<file path="src/rtl/cpfp_pkg.sv">
// ============================================================================
// cpfp_pkg - shared types and constants of the position frame parser
// Widths, register indexes, reset values and the frame record that travels
// from the byte front end through the queue to the scaling back end.
// ============================================================================
package cpfp_pkg;

    // Serial byte and frame window.
    localparam int BYTE_W  = 8;
    localparam int WIN_LEN = 6;
    localparam int FILL_W  = $clog2(WIN_LEN);

    // Configuration fields.
    localparam int HDR_W    = 8;
    localparam int OFFSET_W = 20;
    localparam int GAIN_W   = 10;
    localparam int CFG_IDX_W  = 2;
    localparam int CFG_DATA_W = 20;

    localparam logic [CFG_IDX_W-1:0] REG_HEADER = CFG_IDX_W'(0);
    localparam logic [CFG_IDX_W-1:0] REG_OFFSET = CFG_IDX_W'(1);
    localparam logic [CFG_IDX_W-1:0] REG_GAIN   = CFG_IDX_W'(2);

    localparam logic [HDR_W-1:0]    HEADER_RST = HDR_W'(172);
    localparam logic [OFFSET_W-1:0] OFFSET_RST = OFFSET_W'(200000);
    localparam logic [GAIN_W-1:0]   GAIN_RST   = GAIN_W'(200);

    // Result fields.
    localparam int RAW_W  = 16;
    localparam int PROD_W = GAIN_W + RAW_W;
    localparam int POSX_W = 26;
    localparam int POSY_W = 27;
    localparam int SUM_W  = 27;
    localparam int OUT_BITS   = POSX_W + POSY_W + 2 * RAW_W;
    localparam int OUT_DATA_W = ((OUT_BITS + 7) / 8) * 8;

    // Queue between front end and back end.
    localparam int Q_DEPTH = 2;
    localparam int Q_AW    = $clog2(Q_DEPTH);
    localparam int Q_CW    = $clog2(Q_DEPTH + 1);

    typedef struct packed {
        logic [RAW_W-1:0] raw_y;
        logic [RAW_W-1:0] raw_x;
    } t_frame;

endpackage

</file>
<file path="src/rtl/cpfp_front.sv">
// ============================================================================
// cpfp_front - byte window and frame check
// Collects received bytes in a six byte window and, when it fills, checks
// the header and the checksum, then either forwards the frame or slides.
// ============================================================================
module cpfp_front (
    input  logic                              i_clk,
    input  logic                              i_rst_n,
    input  logic                              i_byte_vld,
    output logic                              o_byte_rdy,
    input  logic [cpfp_pkg::BYTE_W-1:0]       i_byte,
    input  logic [cpfp_pkg::HDR_W-1:0]        i_header,
    output logic                              o_push,
    output cpfp_pkg::t_frame                  o_frame,
    input  logic                              i_q_full
);

    logic [cpfp_pkg::BYTE_W-1:0] r_win [cpfp_pkg::WIN_LEN-1];
    logic [cpfp_pkg::FILL_W-1:0] r_fill;
    logic [cpfp_pkg::FILL_W-1:0] n_fill;
    logic                        w_accept;
    logic                        w_last;
    logic                        w_good;
    logic [cpfp_pkg::BYTE_W-1:0] w_sum;

    assign o_byte_rdy = !i_q_full;
    assign w_accept   = i_byte_vld && o_byte_rdy;
    assign w_last     = (r_fill == cpfp_pkg::FILL_W'(cpfp_pkg::WIN_LEN - 1));
    assign w_sum      = r_win[1] + r_win[2] + r_win[3] + r_win[4];
    assign w_good     = (r_win[0] == i_header) && (w_sum == i_byte);

    assign o_push  = w_accept && w_last && w_good;
    assign o_frame = '{raw_y: {r_win[4], r_win[3]}, raw_x: {r_win[2], r_win[1]}};

    always_comb begin
        if (!w_last) begin
            n_fill = r_fill + cpfp_pkg::FILL_W'(1);
        end else if (w_good) begin
            n_fill = '0;
        end else begin
            n_fill = r_fill;
        end
    end

    always_ff @(posedge i_clk) begin
        if (!i_rst_n) begin
            r_fill <= '0;
        end else if (w_accept) begin
            r_fill <= n_fill;
        end
    end

    // Window contents carry no reset; only filled entries are ever read.
    always_ff @(posedge i_clk) begin
        if (w_accept) begin
            if (!w_last) begin
                r_win[r_fill] <= i_byte;
            end else if (!w_good) begin
                for (int i = 0; i < cpfp_pkg::WIN_LEN - 2; i++) begin
                    r_win[i] <= r_win[i+1];
                end
                r_win[cpfp_pkg::WIN_LEN-2] <= i_byte;
            end
        end
    end

endmodule

</file>
<file path="src/rtl/cpfp_queue.sv">
// ============================================================================
// cpfp_queue - short frame queue
// A small register FIFO that lets the front end and back end stall apart.
// ============================================================================
module cpfp_queue (
    input  logic             i_clk,
    input  logic             i_rst_n,
    input  logic             i_push,
    input  cpfp_pkg::t_frame i_frame,
    output logic             o_full,
    input  logic             i_pop,
    output logic             o_vld,
    output cpfp_pkg::t_frame o_frame
);

    cpfp_pkg::t_frame            r_mem [cpfp_pkg::Q_DEPTH];
    logic [cpfp_pkg::Q_AW-1:0]   r_wr_ptr;
    logic [cpfp_pkg::Q_AW-1:0]   r_rd_ptr;
    logic [cpfp_pkg::Q_CW-1:0]   r_count;
    logic [cpfp_pkg::Q_AW-1:0]   n_wr_ptr;
    logic [cpfp_pkg::Q_AW-1:0]   n_rd_ptr;
    logic [cpfp_pkg::Q_CW-1:0]   n_count;

    assign o_full  = (r_count == cpfp_pkg::Q_CW'(cpfp_pkg::Q_DEPTH));
    assign o_vld   = (r_count != '0);
    assign o_frame = r_mem[r_rd_ptr];

    always_comb begin
        n_wr_ptr = r_wr_ptr;
        n_rd_ptr = r_rd_ptr;
        n_count  = r_count;
        if (i_push) begin
            n_wr_ptr = (r_wr_ptr == cpfp_pkg::Q_AW'(cpfp_pkg::Q_DEPTH - 1)) ?
                       '0 : r_wr_ptr + cpfp_pkg::Q_AW'(1);
        end
        if (i_pop) begin
            n_rd_ptr = (r_rd_ptr == cpfp_pkg::Q_AW'(cpfp_pkg::Q_DEPTH - 1)) ?
                       '0 : r_rd_ptr + cpfp_pkg::Q_AW'(1);
        end
        if (i_push && !i_pop) begin
            n_count = r_count + cpfp_pkg::Q_CW'(1);
        end else if (!i_push && i_pop) begin
            n_count = r_count - cpfp_pkg::Q_CW'(1);
        end
    end

    always_ff @(posedge i_clk) begin
        if (!i_rst_n) begin
            r_wr_ptr <= '0;
            r_rd_ptr <= '0;
            r_count  <= '0;
        end else begin
            r_wr_ptr <= n_wr_ptr;
            r_rd_ptr <= n_rd_ptr;
            r_count  <= n_count;
        end
    end

    always_ff @(posedge i_clk) begin
        if (i_push) begin
            r_mem[r_wr_ptr] <= i_frame;
        end
    end

endmodule

</file>
<file path="src/rtl/cpfp_back.sv">
// ============================================================================
// cpfp_back - coordinate scaling
// Two stage pipeline: gain multiply, then offset add, saturation and the
// sign of y, ending in the output register.
// ============================================================================
module cpfp_back (
    input  logic                              i_clk,
    input  logic                              i_rst_n,
    input  logic                              i_q_vld,
    input  cpfp_pkg::t_frame                  i_frame,
    output logic                              o_pop,
    input  logic [cpfp_pkg::OFFSET_W-1:0]     i_offset,
    input  logic [cpfp_pkg::GAIN_W-1:0]       i_gain,
    output logic                              o_vld,
    input  logic                              i_rdy,
    output logic [cpfp_pkg::POSX_W-1:0]       o_pos_x,
    output logic signed [cpfp_pkg::POSY_W-1:0] o_pos_y,
    output cpfp_pkg::t_frame                  o_raw
);

    localparam logic [cpfp_pkg::SUM_W-1:0] Y_MAG_MAX =
        cpfp_pkg::SUM_W'(1) << cpfp_pkg::POSX_W;

    logic                          r_s1_vld;
    logic [cpfp_pkg::PROD_W-1:0]   r_s1_prod_x;
    logic [cpfp_pkg::PROD_W-1:0]   r_s1_prod_y;
    cpfp_pkg::t_frame              r_s1_raw;
    logic                          r_out_vld;
    logic                          w_out_load;
    logic [cpfp_pkg::SUM_W-1:0]    w_sum_x;
    logic [cpfp_pkg::SUM_W-1:0]    w_sum_y;
    logic [cpfp_pkg::POSX_W-1:0]   w_pos_x;
    logic [cpfp_pkg::SUM_W-1:0]    w_mag_y;

    assign w_out_load = r_s1_vld && (!r_out_vld || i_rdy);
    assign o_pop      = i_q_vld && (!r_s1_vld || w_out_load);
    assign o_vld      = r_out_vld;

    assign w_sum_x = cpfp_pkg::SUM_W'(i_offset) + cpfp_pkg::SUM_W'(r_s1_prod_x);
    assign w_sum_y = cpfp_pkg::SUM_W'(i_offset) + cpfp_pkg::SUM_W'(r_s1_prod_y);
    // The sum never exceeds 27 bits, so bit 26 alone flags x overflow.
    assign w_pos_x = w_sum_x[cpfp_pkg::POSX_W] ? '1 : w_sum_x[cpfp_pkg::POSX_W-1:0];
    assign w_mag_y = (w_sum_y > Y_MAG_MAX) ? Y_MAG_MAX : w_sum_y;

    always_ff @(posedge i_clk) begin
        if (!i_rst_n) begin
            r_s1_vld  <= 1'b0;
            r_out_vld <= 1'b0;
        end else begin
            if (o_pop) begin
                r_s1_vld <= 1'b1;
            end else if (w_out_load) begin
                r_s1_vld <= 1'b0;
            end
            if (w_out_load) begin
                r_out_vld <= 1'b1;
            end else if (i_rdy) begin
                r_out_vld <= 1'b0;
            end
        end
    end

    always_ff @(posedge i_clk) begin
        if (o_pop) begin
            r_s1_prod_x <= cpfp_pkg::PROD_W'(i_gain) * cpfp_pkg::PROD_W'(i_frame.raw_x);
            r_s1_prod_y <= cpfp_pkg::PROD_W'(i_gain) * cpfp_pkg::PROD_W'(i_frame.raw_y);
            r_s1_raw    <= i_frame;
        end
        if (w_out_load) begin
            o_pos_x <= w_pos_x;
            o_pos_y <= signed'(cpfp_pkg::POSY_W'(cpfp_pkg::SUM_W'(0) - w_mag_y));
            o_raw   <= r_s1_raw;
        end
    end

endmodule

</file>
<file path="src/rtl/checksummed_position_frame_parser_core.sv">
// ============================================================================
// checksummed_position_frame_parser_core - serial position frame parser
// Finds checksummed position frames in a byte stream and delivers scaled
// and raw coordinates.
// ============================================================================
//
//  Channel   | Direction | Transfer when           | Payload
//  ----------+-----------+-------------------------+----------------------------
//  s_axis    | in        | s_axis_tvalid & tready  | one received byte
//  m_axis    | out       | m_axis_tvalid & tready  | scaled and raw coordinates
//  cfg       | in        | i_cfg_valid & o_cfg_ready | register index and value
//
//  One byte is transferred per cycle; the byte input stalls only when the
//  two-entry frame queue between the byte front end and the scaling pipeline
//  is full. A good frame's checksum byte pushes it into the queue; it then
//  passes the gain multiplier register and, after the offset adder, the
//  output register, and stalls can hold it. Reset is synchronous and active
//  low; it empties window, queue and pipeline and restores register defaults.
//
module checksummed_position_frame_parser_core (
    input  logic                                i_clk,
    input  logic                                i_rst_n,
    // Byte input.
    input  logic                                s_axis_tvalid,
    output logic                                s_axis_tready,
    // tdata: [7:0] rx_byte
    input  logic [cpfp_pkg::BYTE_W-1:0]         s_axis_tdata,
    // Result output.
    output logic                                m_axis_tvalid,
    input  logic                                m_axis_tready,
    // tdata: [25:0] pos_x_milli, [52:26] pos_y_milli, [68:53] raw_x_value,
    //        [84:69] raw_y_value, [87:85] zero
    output logic [cpfp_pkg::OUT_DATA_W-1:0]     m_axis_tdata,
    // Configuration writes.
    input  logic                                i_cfg_valid,
    output logic                                o_cfg_ready,
    input  logic [cpfp_pkg::CFG_IDX_W-1:0]      i_cfg_index,
    input  logic [cpfp_pkg::CFG_DATA_W-1:0]     i_cfg_data
);

    logic [cpfp_pkg::HDR_W-1:0]     r_header;
    logic [cpfp_pkg::OFFSET_W-1:0]  r_offset;
    logic [cpfp_pkg::GAIN_W-1:0]    r_gain;

    logic                           w_push;
    cpfp_pkg::t_frame               w_push_frame;
    logic                           w_q_full;
    logic                           w_q_vld;
    logic                           w_pop;
    cpfp_pkg::t_frame               w_q_frame;
    logic [cpfp_pkg::POSX_W-1:0]    w_pos_x;
    logic signed [cpfp_pkg::POSY_W-1:0] w_pos_y;
    cpfp_pkg::t_frame               w_raw;

    // The register file is always ready; writes to unused indexes are dropped.
    assign o_cfg_ready = 1'b1;

    always_ff @(posedge i_clk) begin
        if (!i_rst_n) begin
            r_header <= cpfp_pkg::HEADER_RST;
            r_offset <= cpfp_pkg::OFFSET_RST;
            r_gain   <= cpfp_pkg::GAIN_RST;
        end else if (i_cfg_valid && o_cfg_ready) begin
            unique case (i_cfg_index)
                cpfp_pkg::REG_HEADER: r_header <= i_cfg_data[cpfp_pkg::HDR_W-1:0];
                cpfp_pkg::REG_OFFSET: r_offset <= i_cfg_data[cpfp_pkg::OFFSET_W-1:0];
                cpfp_pkg::REG_GAIN:   r_gain   <= i_cfg_data[cpfp_pkg::GAIN_W-1:0];
                default: ;
            endcase
        end
    end

    // Front end: window, header and checksum check.
    cpfp_front u_front (
        .i_clk      (i_clk),
        .i_rst_n    (i_rst_n),
        .i_byte_vld (s_axis_tvalid),
        .o_byte_rdy (s_axis_tready),
        .i_byte     (s_axis_tdata),
        .i_header   (r_header),
        .o_push     (w_push),
        .o_frame    (w_push_frame),
        .i_q_full   (w_q_full)
    );

    // Good frames wait here until the scaling pipeline takes them.
    cpfp_queue u_queue (
        .i_clk   (i_clk),
        .i_rst_n (i_rst_n),
        .i_push  (w_push),
        .i_frame (w_push_frame),
        .o_full  (w_q_full),
        .i_pop   (w_pop),
        .o_vld   (w_q_vld),
        .o_frame (w_q_frame)
    );

    // Back end: scaling, saturation and the output register.
    cpfp_back u_back (
        .i_clk    (i_clk),
        .i_rst_n  (i_rst_n),
        .i_q_vld  (w_q_vld),
        .i_frame  (w_q_frame),
        .o_pop    (w_pop),
        .i_offset (r_offset),
        .i_gain   (r_gain),
        .o_vld    (m_axis_tvalid),
        .i_rdy    (m_axis_tready),
        .o_pos_x  (w_pos_x),
        .o_pos_y  (w_pos_y),
        .o_raw    (w_raw)
    );

    assign m_axis_tdata = {
        (cpfp_pkg::OUT_DATA_W - cpfp_pkg::OUT_BITS)'(0),
        w_raw.raw_y,
        w_raw.raw_x,
        w_pos_y,
        w_pos_x
    };

endmodule

</file>
<file path="config.mk">
export PLATFORM = sky130hd
export DESIGN_NAME = checksummed_position_frame_parser_core
export DESIGN_NICKNAME = d
export VERILOG_FILES = /design/src/rtl/cpfp_pkg.sv /design/src/rtl/cpfp_front.sv /design/src/rtl/cpfp_queue.sv /design/src/rtl/cpfp_back.sv /design/src/rtl/checksummed_position_frame_parser_core.sv
export SDC_FILE = /design/constraint.sdc
export NUM_CORES = 1
export LEC_CHECK = 0
export ABC_AREA = 0
export BUFFER_PORTS_ARGS = -buffer_cell sky130_fd_sc_hd__buf_2
export CAP_MARGIN = 40
export CORE_AREA = 2 2 148 294
export DETAILED_ROUTE_END_ITERATION = 8
export DIE_AREA = 0 0 150 296
export PLACE_DENSITY_LB_ADDON = 0.25
export SETUP_SLACK_MARGIN = 0.4
export SLEW_MARGIN = 20
export SYNTH_ARGS = -nofsm -noshare
export SYNTH_HDL_FRONTEND = slang
export SYNTH_SLANG_ARGS = --single-unit
</file>
<file path="constraint.sdc">
create_clock -name i_clk -period 8 [get_ports i_clk]
set_input_delay 0 -clock i_clk [delete_from_list [all_inputs] [get_ports i_clk]]
set_output_delay 0 -clock i_clk [all_outputs]
set_load 0.1 [all_outputs]
</file>
Word-level counts from Yosys, hierarchy flattened:

Memories as Yosys holds them, arrays and structs flattened. A register that Yosys moved wholly into a read port is not among the register bits.
Cells that the tools add are included.
W data, S select, Z words.

* bits in registers: 216
* bits in latches: 0
* bits in writable memories: 104
* bits in read-only memories: 0
* input bits: 35
* output and inout bits: 91
* logic and storage cells: 90
* memories kept: 2

Memories
* u_queue.r_mem: words 2, bits a word 32, rd ports 1, clocked after Yosys merged registers in 1, wr ports 1, line cpfp_queue.sv:16 `cpfp_pkg::t_frame r_mem [cpfp_pkg::Q_DEPTH];`
* u_front.r_win: words 5, bits a word 8, rd ports 5, clocked after Yosys merged registers in 0, wr ports 5, line cpfp_front.sv:18 `logic [cpfp_pkg::BYTE_W-1:0] r_win [cpfp_pkg::WIN_LEN-1];`

* add/subtract/negate cells: 11
* multiply operators: 2
* divide/modulo/power cells: 0
* order comparisons: 1
* equality and inequality tests: 7
* shifts and indexed selects: 0
* muxes and demuxes: 25
* bitwise operators: 0
* reduce and logical (&&, ||, !) cells: 25

Operators by type and width (count)
* $add A20 B26 Y27: 2
* $mul A10 B16 Y26: 2
* $gt A27 B27 Y1 const B: 1
* $mux W27: 1
* $sub A1 B27 Y27 const A: 1
* $add A8 B8 Y8: 3
* $mux W1: 18
* $eq A8 B8 Y1: 2
* $mux W3: 3
* $logic_and A1 B1 Y1: 8
* $mux W8: 1
* $reduce_and A2 Y1: 4
* $reduce_bool A2 Y1: 4
* $reduce_or A8 Y1: 1
* $logic_not A1 Y1: 5
* $eq A2 B2 Y1 const B: 2
* $mux W2: 2
* $add A3 B1 Y3 const B: 1
* $eq A3 B3 Y1 const B: 1
* $add A1 B1 Y1 const B: 2
* $add A2 B1 Y2 const B: 1
* $eq A2 B1 Y1 const B: 1
* $logic_not A2 Y1: 1
* $logic_or A1 B1 Y1: 2
* 2 further kinds: 2

Logic depth before layout (Yosys ltp):

An unclocked memory read counts as a cell.

* word-level depth: 12
* mapped depth: 26
* depth with buffers taken out: 23

By module:

Synthesis repeated with hierarchy kept, for this count alone.

* cells, all modules: 2378
* area total of the unflattened synthesis: 25455.7 um2

Modules (own cells, without submodules)
* cpfp_back: times used 1, cells an instance 1849, area each 18470.2 um2, sequential area each 5114.9 um2
* cpfp_front: times used 1, cells an instance 242, area each 2829.0 um2, sequential area each 1261.2 um2
* cpfp_queue: times used 1, cells an instance 122, area each 2531.2 um2, sequential area each 2021.9 um2
* checksummed_position_frame_parser_core: times used 1, cells an instance 165, area each 1625.3 um2, sequential area each 760.7 um2

Worst setup path after synthesis:

No wires, ideal clock.

* path kind: reg-to-reg
* from: register (tool-made name)
* to: register u_back.r_s1_prod_y[25] in the netlist's numbering (data pin)
* setup time: 0.260 ns
* arrival: 5.917 ns
* data required time: 7.740 ns
* setup slack: 1.823 ns
* cell stages (with the launch flop): 24
* path buffers: 3
* period minus slack after synthesis: 6.177 ns
* cell sequence: dfxtp_1 > clkbuf_1 > buf_1 > mux2_2 > clkbuf_1 > and2_1 > fa_1 > fa_1 > fa_1 > fa_1 > inv_1 > fa_1 > inv_1 > ha_1 > a21o_1 > a21o_1 > a21o_1 > a21oi_1 > o31ai_1 > a41oi_1 > a21oi_1 > a211o_1 > a21oi_1 > xnor2_1

RTL lines
* end signal, assigned: line cpfp_back.sv:66 `r_s1_prod_y <= cpfp_pkg::PROD_W'(i_gain) * cpfp_pkg::PROD_W'(i_frame.raw_y);`
* end, declared: line cpfp_back.sv:26 `logic [cpfp_pkg::PROD_W-1:0] r_s1_prod_y;`

==> impl_metrics.env <==
export IMPL_status="finished, final reports clean"
export IMPL_cp_slowest_cell="fa_1"
export IMPL_synth_cell_type_count=84
export IMPL_pwr_share_seq_pct=42.0
export IMPL_h_tree_depth=1
export IMPL_whs_path_depth=4
export IMPL_root_buffer="clkbuf_16"
export IMPL_dieArea_um2=44400
export IMPL_cp_start_kind="register"
export IMPL_post_route_period_util_pct=77.4
export IMPL_ioPinCount=126
export IMPL_synth_area_um2=24900
export IMPL_synth_ff_type="edfxtp_1"
export IMPL_fp_dieW_um=150
export IMPL_worstSetupPathDepth=21
export IMPL_clock_skew_ns=0.0415
export IMPL_grt_max_degree=66
export IMPL_hp_class="input port to register"
export IMPL_rr_worst_depth=21
export IMPL_syn_inst=2284
export IMPL_hold_start="i_cfg_valid"
export IMPL_via_count=17100
export IMPL_synth_xor_area_share_pct=4.11
export IMPL_min_period_ns=6.19
export IMPL_critPathTopFamily="adder cells"
export IMPL_synthAdderAreaFrac_pct=27.5
export IMPL_crit_top_cell="fa_1"
export IMPL_clkSinkCount=321
export IMPL_ys_ff_latch=321
export IMPL_slew_headroom_pct=45.7
export IMPL_p_sw_share_pct=29.0
export IMPL_dp_hpwl_um=44400
export IMPL_cp_cell_sequence="buf_4 > mux2_2 > and2_1 > fa_1 > fa_1 > fa_1 > fa_1 > inv_1 > fa_1 > inv_1 > ha_1 > a21o_1 > a21o_1 > a21o_1 > a21oi_1 > o31ai_1 > a41oi_1 > a21oi_1 > a211o_1 > a21oi_1 > xnor2_1"
export IMPL_hold_viol=0
export IMPL_grt_usage_pct=27.5
export IMPL_post_route_util_pct=65.5
export IMPL_synth_compound_area_share_pct=8.59
export IMPL_drive_above_1_share_pct=12.2
export IMPL_firstDrtPassIters=5
export IMPL_peakVddDrop_v=0.000193
export IMPL_grt_util_met1_pct=34.5
export IMPL_start_util_pct=58.9
export IMPL_synthSimpleGateAreaFrac_pct=13.9
export IMPL_nets=2867
export IMPL_drc_errors=0
export IMPL_wl_per_cell_um=20.0
export IMPL_synth_mux_area_fraction_pct=3.51
export IMPL_tightest_slew_ns=0.815
export IMPL_grt_setup_unrepaired="no"
export IMPL_p_per_area_nw_per_um2=163
export IMPL_layout_commonest_cell="nand2_1"
export IMPL_clock_latency_ns=0.60
export IMPL_antenna_found_initial=0
export IMPL_grt_use_met2_pct=47.8
export IMPL_antenna_cells=0
export IMPL_drt_iter0_drc=1071
export IMPL_r2r_slack_ns=1.81
export IMPL_top_usage_layer="met2"
export IMPL_cts_buffers=30
export IMPL_cp_slowest_stage_delay_ns=0.50
export IMPL_drv_cap=0
export IMPL_comb_power_share_pct=24.8
export IMPL_syn_avg_cell_area_um2=10.9
export IMPL_mostFrequentLayoutCells="nand2_1 (301), edfxtp_1 (273), inv_1 (262), fa_1 (236), and2_1 (174)"
export IMPL_rows=107
export IMPL_cp_required_ns=8.32
export IMPL_post_cts_buffers=0
export IMPL_drv_slew=0
export IMPL_fp_dieH_um=296
export IMPL_critPathArrivalTime_ns=6.51
export IMPL_leakage_nw=12.1
export IMPL_drt_wl_total_um=59900
export IMPL_p_int_w=0.00320
export IMPL_grt_pass1_wl_um=93600
export IMPL_switchingPower_w=0.00130
export IMPL_grt_ovfl_total=0
export IMPL_max_freq_ghz=0.162
export IMPL_vias_per_cell=5.70
export IMPL_clkPwrFrac_pct=33.2
export IMPL_r2r_end="u_back.r_s1_prod_y[25]$_DFFE_PP_"
export IMPL_port_buffer_count=121
export IMPL_clkTransAtPathRegs_ns=0.07
export IMPL_tns_ns=0
export IMPL_synth_top_family_by_area="adder cells"
export IMPL_async_reset_ff_share_pct=0
export IMPL_antenna_left=0
export IMPL_worst_path_buf_inv=3
export IMPL_clock_path_buffers=3
export IMPL_end_kind="register"
export IMPL_setup_violations=0
export IMPL_gp_congestion=0.880
export IMPL_post_cts_resized=0
export IMPL_synth_warnings=0
export IMPL_core_area_um2=42300
export IMPL_hold_end="r_gain[0]$_SDFFE_PN0P_"
export IMPL_cts_tree="done"
export IMPL_grt_pass1_vias=17300
export IMPL_seq_area_frac_synth_pct=36.7
export IMPL_worst_path_max_fanout=17
export IMPL_use_met3_pct=3.02
export IMPL_worstSetupPathType="register to register"
export IMPL_area_growth_pct=11.1
export IMPL_synth_edff_count=273
## what timing repair did
| item | in CTS | in global routing |
|---|---|---|
| hold endpoints to repair | 91 | 0 |
| endpoints found under the setup margin | 0 | 0 |
| hold buffers | 50 | 0 |
## worst max path at each step
| stage | from | endpoint | slack [ns] |
|---|---|---|---|
| detailed placement | r_gain[1]$_SDFFE_PN0P_ | u_back.r_s1_prod_y[25]$_DFFE_PP_ | 1.87 |
| global placement | register | u_back.r_s1_prod_y[25]$_DFFE_PP_ | 1.94 |
| floorplan | register | u_back.r_s1_prod_y[25]$_DFFE_PP_ | 1.82 |
| CTS | register | u_back.r_s1_prod_y[25]$_DFFE_PP_ | 1.83 |
| global route | register | u_back.r_s1_prod_y[23]$_DFFE_PP_ | 1.45 |
| finish | register | u_back.r_s1_prod_y[25]$_DFFE_PP_ | 1.81 |
## through the flow
| stage | hold slack, ns | setup WS (ns) | total power (W) | std cells | area, um2 |
|---|---|---|---|---|---|
| after floorplan | 0.0989 | 1.82 | 0.00275 | 2286 | 24900 |
| after global routing | 0.0720 | 1.45 | 0.00473 | 2994 | 27700 |
| after global placement | 0.219 | 1.94 | 0.00298 | 2875 | 26000 |
| final | 0.0512 | 1.81 | 0.00450 | 2994 | 27700 |
| after detailed placement | 0.221 | 1.87 | 0.00300 | 2883 | 26100 |
| after CTS | 0.0373 | 1.83 | 0.00452 | 2989 | 27600 |
## logic make-up after synthesis
logic type	Yosys count
AOI/OAI and AO/OA	297
muxes	79
buffers and inverters	361
xor gates and xnor gates	117
and+or+nand+nor	700
DFF	321
adders and majority gates	407
other	2
## routing by layer
layer	share of wire [%]	wire length (um)
met1	40	23700
met5	0	0
met2	50	29900
met4	5.1	3040
met3	5.5	3310
## tightest hold or removal path, stage by stage
cell,delay (ns)
buf_2,0.12
and3b_1,0.30
nand2_1,0.11
a21boi_0,0.06
## synth_stat cells (5+ instances only)
| master | count | area, um2 |
|---|---|---|
| clkbuf_1 | 85 | 319 |
| a31oi_1 | 10 | 62.6 |
| o21ai_0 | 43 | 215 |
| a211o_1 | 8 | 70.1 |
| mux2i_1 | 11 | 110 |
| or3_1 | 17 | 106 |
| buf_4 | 6 | 45.0 |
| a211oi_1 | 12 | 90.1 |
| ha_1 | 171 | 2140 |
| xor2_1 | 35 | 307 |
| nand2_1 | 301 | 1130 |
| xnor2_1 | 82 | 718 |
| and2_1 | 174 | 1090 |
| a21o_1 | 39 | 293 |
| buf_1 | 6 | 22.5 |
| nor2_1 | 62 | 233 |
| mux2_2 | 68 | 766 |
| nor2b_1 | 21 | 131 |
| dfxtp_1 | 48 | 961 |
| o21bai_1 | 11 | 82.6 |
| edfxtp_1 | 273 | 8200 |
| nand3_1 | 30 | 150 |
| a21oi_1 | 58 | 290 |
| a21boi_0 | 30 | 225 |
| o21a_1 | 19 | 143 |
| nor4_1 | 7 | 43.8 |
| fa_1 | 236 | 4720 |
| nand2b_1 | 14 | 87.6 |
| nand4_1 | 8 | 50.1 |
| o211ai_1 | 5 | 37.5 |
| and3_1 | 13 | 81.3 |
| inv_1 | 263 | 987 |
| nor3_1 | 26 | 130 |
## layout make-up
class | count | area, um2
Fill cell | 3313 | 14600
Timing Repair Buffer | 205 | 1440
Sequential cell | 321 | 9160
Tap cell | 545 | 682
Inverter | 263 | 988
Multi-Input combinational cell | 1604 | 14400
Clock buffer | 44 | 863
Clock inverter | 12 | 154
## power groups by stage
stage                     sequential, W  clock (W)  combinational (W)
after global placement          0.00193          0            0.00105
after global routing            0.00189    0.00158            0.00126
after CTS                       0.00189    0.00152            0.00111
after detailed placement        0.00193          0            0.00107
after floorplan                 0.00191          0           0.000840
final                           0.00189    0.00150            0.00112
## registers in the layout (all words and copies together) (netlist names), 2 cells and up, named ones only
register,flops
r_gain,10
u_back.o_pos_x,26
r_offset,20
u_back.r_s1_prod_y,26
u_back.o_raw,32
r_header,8
u_front.r_fill,3
u_back.r_s1_raw,32
u_queue.r_count,2
u_back.r_s1_prod_x,26
u_back.o_pos_y,27
u_queue.r_mem,64
u_front.r_win,40
Note: power is estimated with default switching activity, not from simulation.
